[src/design/qcnt_pkg.sv]
// ----------------------------------------------------------------------------
// qcnt_pkg: shared types and constants of the quadrature counter
// Port and channel geometry, counter width, command codes and the 4x step
// table used by every decoder lane.
// ----------------------------------------------------------------------------
`default_nettype none

package qcnt_pkg;

  // geometry
  localparam int PORTS             = 5;
  localparam int PIN_W             = 16;
  localparam int CHANNELS_PER_PORT = PIN_W / 2;
  localparam int MAX_CHANNELS      = PORTS * CHANNELS_PER_PORT;
  localparam int CHANNELS          = 40;
  localparam int COUNT_WIDTH       = 16;
  localparam int SEL_W             = 6;
  localparam int OUT_W             = 16;
  localparam int LANE_IDX_W        = (CHANNELS > 1) ? $clog2(CHANNELS) : 1;

  typedef logic [PIN_W-1:0]       pins_t;
  typedef logic [COUNT_WIDTH-1:0] count_t;
  typedef logic [SEL_W-1:0]       sel_t;
  typedef logic [OUT_W-1:0]       value_t;

  // command codes
  typedef enum logic {
    CMD_TICK  = 1'b0,
    CMD_CLEAR = 1'b1
  } cmd_e;

  // per-lane control for one transfer
  typedef struct packed {
    logic step;
    logic clear;
  } lane_ctrl_t;

  // {old pair, new pair} -> step of -1, 0 or +1
  localparam logic signed [1:0] STEP_TABLE [16] = '{
    2'sd0, -2'sd1, 2'sd1, 2'sd0, 2'sd1, 2'sd0, 2'sd0, -2'sd1,
    -2'sd1, 2'sd0, 2'sd0, 2'sd1, 2'sd0, 2'sd1, -2'sd1, 2'sd0
  };

  // counter to reported value: sign extend, then keep the low bits
  function automatic value_t count_to_value(input count_t cnt);
    logic signed [31:0] ext;
    begin
      ext = 32'(signed'(cnt));
      return ext[OUT_W-1:0];
    end
  endfunction

endpackage

`default_nettype wire

[src/design/qcnt_lane.sv]
// ----------------------------------------------------------------------------
// qcnt_lane: one quadrature decoder lane
// Looks up the step for the old and new pin pair and keeps the channel's
// wrapping position counter. Offers the post-transfer count to the merge.
// ----------------------------------------------------------------------------
`default_nettype none

module qcnt_lane import qcnt_pkg::*; (
  input  var logic       clk_i,
  input  var logic       rst_ni,
  input  var lane_ctrl_t ctrl_i,
  input  var logic [1:0] old_pair_i,
  input  var logic [1:0] new_pair_i,
  output count_t         count_o
);

  count_t            count_q, count_d;
  logic signed [1:0] step;
  count_t            step_ext;

  // 4x decode: double transitions and no change give zero
  assign step     = STEP_TABLE[{old_pair_i, new_pair_i}];
  assign step_ext = {{(COUNT_WIDTH-2){step[1]}}, step};

  // counter next value
  always_comb begin
    count_d = count_q;
    if (ctrl_i.clear) begin
      count_d = '0;
    end else if (ctrl_i.step) begin
      count_d = count_q + step_ext;
    end
  end

  always_ff @(posedge clk_i or negedge rst_ni) begin
    if (!rst_ni) begin
      count_q <= '0;
    end else begin
      count_q <= count_d;
    end
  end

  assign count_o = count_d;

endmodule

`default_nettype wire

[config.mk]
export PLATFORM = sky130hd
export DESIGN_NAME = qcnt_lane
export DESIGN_NICKNAME = d
export VERILOG_FILES = /design/src/design/qcnt_pkg.sv /design/src/design/qcnt_lane.sv
export SDC_FILE = /design/constraint.sdc
export NUM_CORES = 1
export LEC_CHECK = 0
export BUFFER_PORTS_ARGS = -buffer_cell sky130_fd_sc_hd__buf_2
export CORE_UTILIZATION = 45
export DETAILED_ROUTE_END_ITERATION = 10
export MAX_ROUTING_LAYER = met4
export PLACE_DENSITY = 0.66
export SYNTH_ARGS = -nofsm -noshare
export SYNTH_HDL_FRONTEND = slang
export SYNTH_SLANG_ARGS = --single-unit
[constraint.sdc]
create_clock -name clk_i -period 20.8 [get_ports clk_i]
set_input_delay 6.24 -clock clk_i [delete_from_list [all_inputs] [get_ports clk_i]]
set_output_delay 6.24 -clock clk_i [all_outputs]
set_load 0.005 [all_outputs]
## Word level (Yosys, flattened, before mapping)

Memories as Yosys holds them, arrays and structs flattened.
Index checks and enable logic that the tools add are counted.

- $add $sub $neg: 1
- Multiply operators: 0
- Div/mod/pow operators: 0
- Order comparisons: 1
- Equality and inequality tests: 0
- Shifts and indexed selects: 0
- Muxes and demuxes: 4
- Bitwise operators: 1
- Reduce and logical (&&, ||, !) cells: 0

Operators by type and width:

| cell | count |
|---|---|
| $mux W16 | 2 |
| $add A16 B16 Y16 | 1 |
| $ge A5 B5 Y1 const B | 1 |
| $not A4 Y5 | 1 |
| $mux W2 | 2 |

- Register bits: 16
- Bits in latches: 0
- RAM bits: 0
- ROM bits: 32
- Input bits: 8
- Output and inout port bits: 16
- Logic and storage cells: 9
- Memories kept: 1

Memory list:

| name | depth | bits a word | read ports | clocked after memory_dff | wr ports | line | RTL |
|---|---|---|---|---|---|---|---|
| (name not given) | 16 | 2 | 1 | 0 | 0 | qcnt_lane.sv:22 | `assign step = STEP_TABLE[{old_pair_i, new_pair_i}];` |

## Logic depth before layout (Yosys ltp)

- Depth in word-level cells: 7
- Gate-level depth with buffers: 13

## Worst setup path after synthesis

Ideal clock, no wire load.

- Path kind: in2out
- Start point: input new_pair_i[0]
- End point: output count_o[15]
- Data arrival time: 9.014 ns
- Path slack: 5.546 ns
- Stages on the path: 10
- Path buffers: 0
- Path through: inv_1 > ha_1 > mux4_2 > ha_1 > and3_1 > a221oi_2 > nor3_2 > or3_4 > o211ai_2 > or4b_1

- Word-level cells in the longest chain between the ends: 7

RTL lines:

| element | line | RTL |
|---|---|---|
| start, declared | qcnt_lane.sv:13 | `input var logic [1:0] new_pair_i,` |
| $not A4 Y5 (implied by the code) | qcnt_lane.sv:22 |  |
| $mem_v2 Z16 W2 | - |  |
| $mux W2 (implied by the code) (2 in a row) | qcnt_lane.sv:22 |  |
| $add A16 B16 Y16 | qcnt_lane.sv:31 | `count_d = count_q + step_ext;` |
| $mux W16 | qcnt_lane.sv:30 | `end else if (ctrl_i.step) begin` |
| $mux W16 | qcnt_lane.sv:28 | `if (ctrl_i.clear) begin` |
| end, declared | qcnt_lane.sv:14 | `output count_t count_o` |

No other way between the ends. The select of a mux whose other input is x is not followed.

## Worst setup path after layout

Same ends and word-level chain as after synthesis.

==> metrics.txt <==
vertical extent of the die between 60 and 70 um; worst IR drop on VDD around 0.00003 V; global-route congestion overflow total 0; top cells by area in the synthesized netlist dfrtp_1, ha_1, xnor2_1, a21o_1, mux2i_1; number of flip-flops in the largest register 16; antenna viol nets, final 0; register name with the most flops count_q; Arrival @ worst endpoint 9530 ps; number of synthesized flops with an enable pin 0; Post-CTS Hold Fix Bufs 0; crit path launch new_pair_i[0]; number of failing hold endpoints at the final stage 0; Skew-Pair Late Insertion Delay about 300 ps; Post-DP HPWL 2.50 mm; Placed Cells around 230; number of top-level pins 24; average detailed-routed wire length per instance roughly 14 um; flops & latches, synth 16; Total Neg Setup Slack 0 ps; syn nets ~200; depth of the CTS H-tree 1; async set or reset register ratio after synthesis 1.00; DP Worst Slack 5040 ps; actual transition at the worst max-transition pin between 400 and 500 ps; CP startpoint kind input pin; fin crit share 0.758; part of the power in combinational logic 0.448; most area-hungry cell type in the Yosys netlist dfrtp_1; DRT Pass-1 Iters 4; vias per inst between 5 and 6; setup ws final 5030 ps; static power due to leakage a little over 0.9 nW; vias after detailed routing 1323; maximum clock rate roughly 0.063 GHz; number of CTS-inserted buffers 3; clock sinks 16; Layout fillers 290; routability-driven placement congestion ratio between 0.8 and 0.9; clock share of power 0.167; Post-Syn Area 1520 um^2; commonest register cell after synthesis dfrtp_1; Resize count post-CTS 0; Layout Area Growth over Synthesis 12.0%; worst rel slew slack 0.692; internal power summed over all cells 62.3 uW; maximum clock insertion buffer count 2; area share of the leading cell type in the synthesized netlist 0.264; Power per Cell Area between 50 and 60 nW/um^2; registers with the most flip-flops count_q (16); CTS clock-pin slew for the worst setup and hold paths roughly 100 ps; final cell count without fillers around 230; final critical delay including setup and external delays between 15000 and 20000 ps; Clock Skews between 15 and 20 ps; cell at the root of the clock tree clkbuf_4; maximum number of pins on one net before global-route repair 24; die area around 3600 um^2; number of global-route vias before repair 1305; global-route wire length before repair around 6 mm; CORE AREA ~3100 um^2; Worst Path Required around 15000 ps; sequential-to-total area share from yosys stat 0.264; standard-cell row count 20; antenna violations before repair 0; drt initial violations 42; final-stage net count 220; number of max-slew violations in the final report 0; sequential group share of total power 0.385; highest net fanout along the worst path 18; horizontal extent of the die approximately 60 um; Post-CTS Setup Bufs 0; mean instance size in the synthesized netlist just over 9 um^2; number of instances in the synthesized netlist around 170; clock tree from TritonCTS yes; number of synthesis warnings 0; Port Buffer Count 23; switching share of total power 0.378; RSZ-0062 raised after global routing no; result of the run completed; worst reg2reg startpoint count_q[4]; final setup violating endpoints 0; routed wire length 3.34 mm; CP Class in -> out; Initial Util 0.485; DR DRC count 0; Synth cell types 47; hold path start count_q[13]; fraction of layout instances using a drive strength above 1 0.181; path category of the worst min-delay check reg -> reg; kind of end point of the critical path primary output; switching component of the power between 30 and 40 uW; Max Cap Violations 0; total global routing track utilization 0.226; count of inserted antenna diode cells 0
## worst paths after layout
check / to / slack [ps] / cells after the start
max in group asynchronous: count_q[6] / 14670 / 1
worst min register to register: count_q[13] / 560 / 2
worst max register to register: count_q[15] / 18270 / 7
worst min-delay path: count_q[13] / 560 / 2
min in group asynchronous: count_q[13] / 5840 / 1
worst max-delay path: count_o[15] / 5030 / 12
## layout make-up
| cell class | count | area, um^2 | area share |
|---|---|---|---|
| timing repair buffer | 23 | 115 | 0.0678 |
| inverter | 8 | 30.0 | 0.0177 |
| multi-input combinational | 138 | 1070 | 0.633 |
| tap | 44 | 55.1 | 0.0324 |
| clock buffer | 3 | 22.5 | 0.0133 |
| sequential | 16 | 400 | 0.236 |
## worst max-delay path: stages
cell      delay, ps
buf_2           110
inv_1            60
ha_1            200
mux4_2          690
ha_1            420
and3_1          210
a221oi_2        410
nor3_2          120
or3_4           390
o211ai_2         70
or4b_1          460
buf_2           150
## through the flow
stage          total power [mW]  instance area [um^2]   util  hold slack (ps)
6_report                  0.100                  1700  0.543              564
5_1_grt                   0.109                  1700  0.543              592
4_1_cts                   0.101                  1700  0.543              566
3_5_place_dp             0.0836                  1680  0.536              543
3_3_place_gp             0.0825                  1680  0.536              535
2_1_floorplan            0.0711                  1520      -              531
## cell usage after synthesis, drive strengths merged (2+ instances only)
library cell  number
o21ai              5
o21a               2
buf                2
a21oi             11
nor3               4
a311o              2
inv                7
nand2             12
nor3b              3
nor2              15
mux2i              7
a211oi             2
and3               3
a31oi              2
xnor2             11
dfrtp             16
a21o              10
ha                21
o211ai             2
o22ai              4
## kinds of logic after synthesis
kind of cell,share of synthesized area
compound gates,0.224
xor+xnor,0.0693
fa+ha+maj,0.186
buf+inv,0.0272
flops,0.264
mux,0.0611
simple gates,0.168
## placed cells by master, fill, tap and decap left out, types with 3 or more instances in the layout
master    count
nand2_1      12
dfrtp_1      16
a21oi_1      11
nor2_1       15
xnor2_1      11
and3_1        3
a21o_1       10
o21ai_0       5
nor3_1        3
clkbuf_4      3
buf_2        23
nor3b_1       3
mux2i_1       7
inv_1         7
o22ai_1       4
ha_1         21
## per-layer routing
metal / wire length (um) / share of wire / global-route usage
met1: 1560 / 0.47 / 0.282
met2: 1610 / 0.48 / 0.371
met5: 0 / 0 / -
met4: 25 / 0.0075 / 0.0598
met3: 140 / 0.042 / 0.0455
## power groups by stage
stage / combinational [mW] / sequential, mW / clock, mW
3_5_place_dp: 0.0444 / 0.0392 / 0
6_report: 0.0449 / 0.0386 / 0.0167
2_1_floorplan: 0.0329 / 0.0382 / 0
3_3_place_gp: 0.0436 / 0.0389 / 0
4_1_cts: 0.0448 / 0.0386 / 0.0177
5_1_grt: 0.0506 / 0.0390 / 0.0190
(Power assumes the default switching activity.)
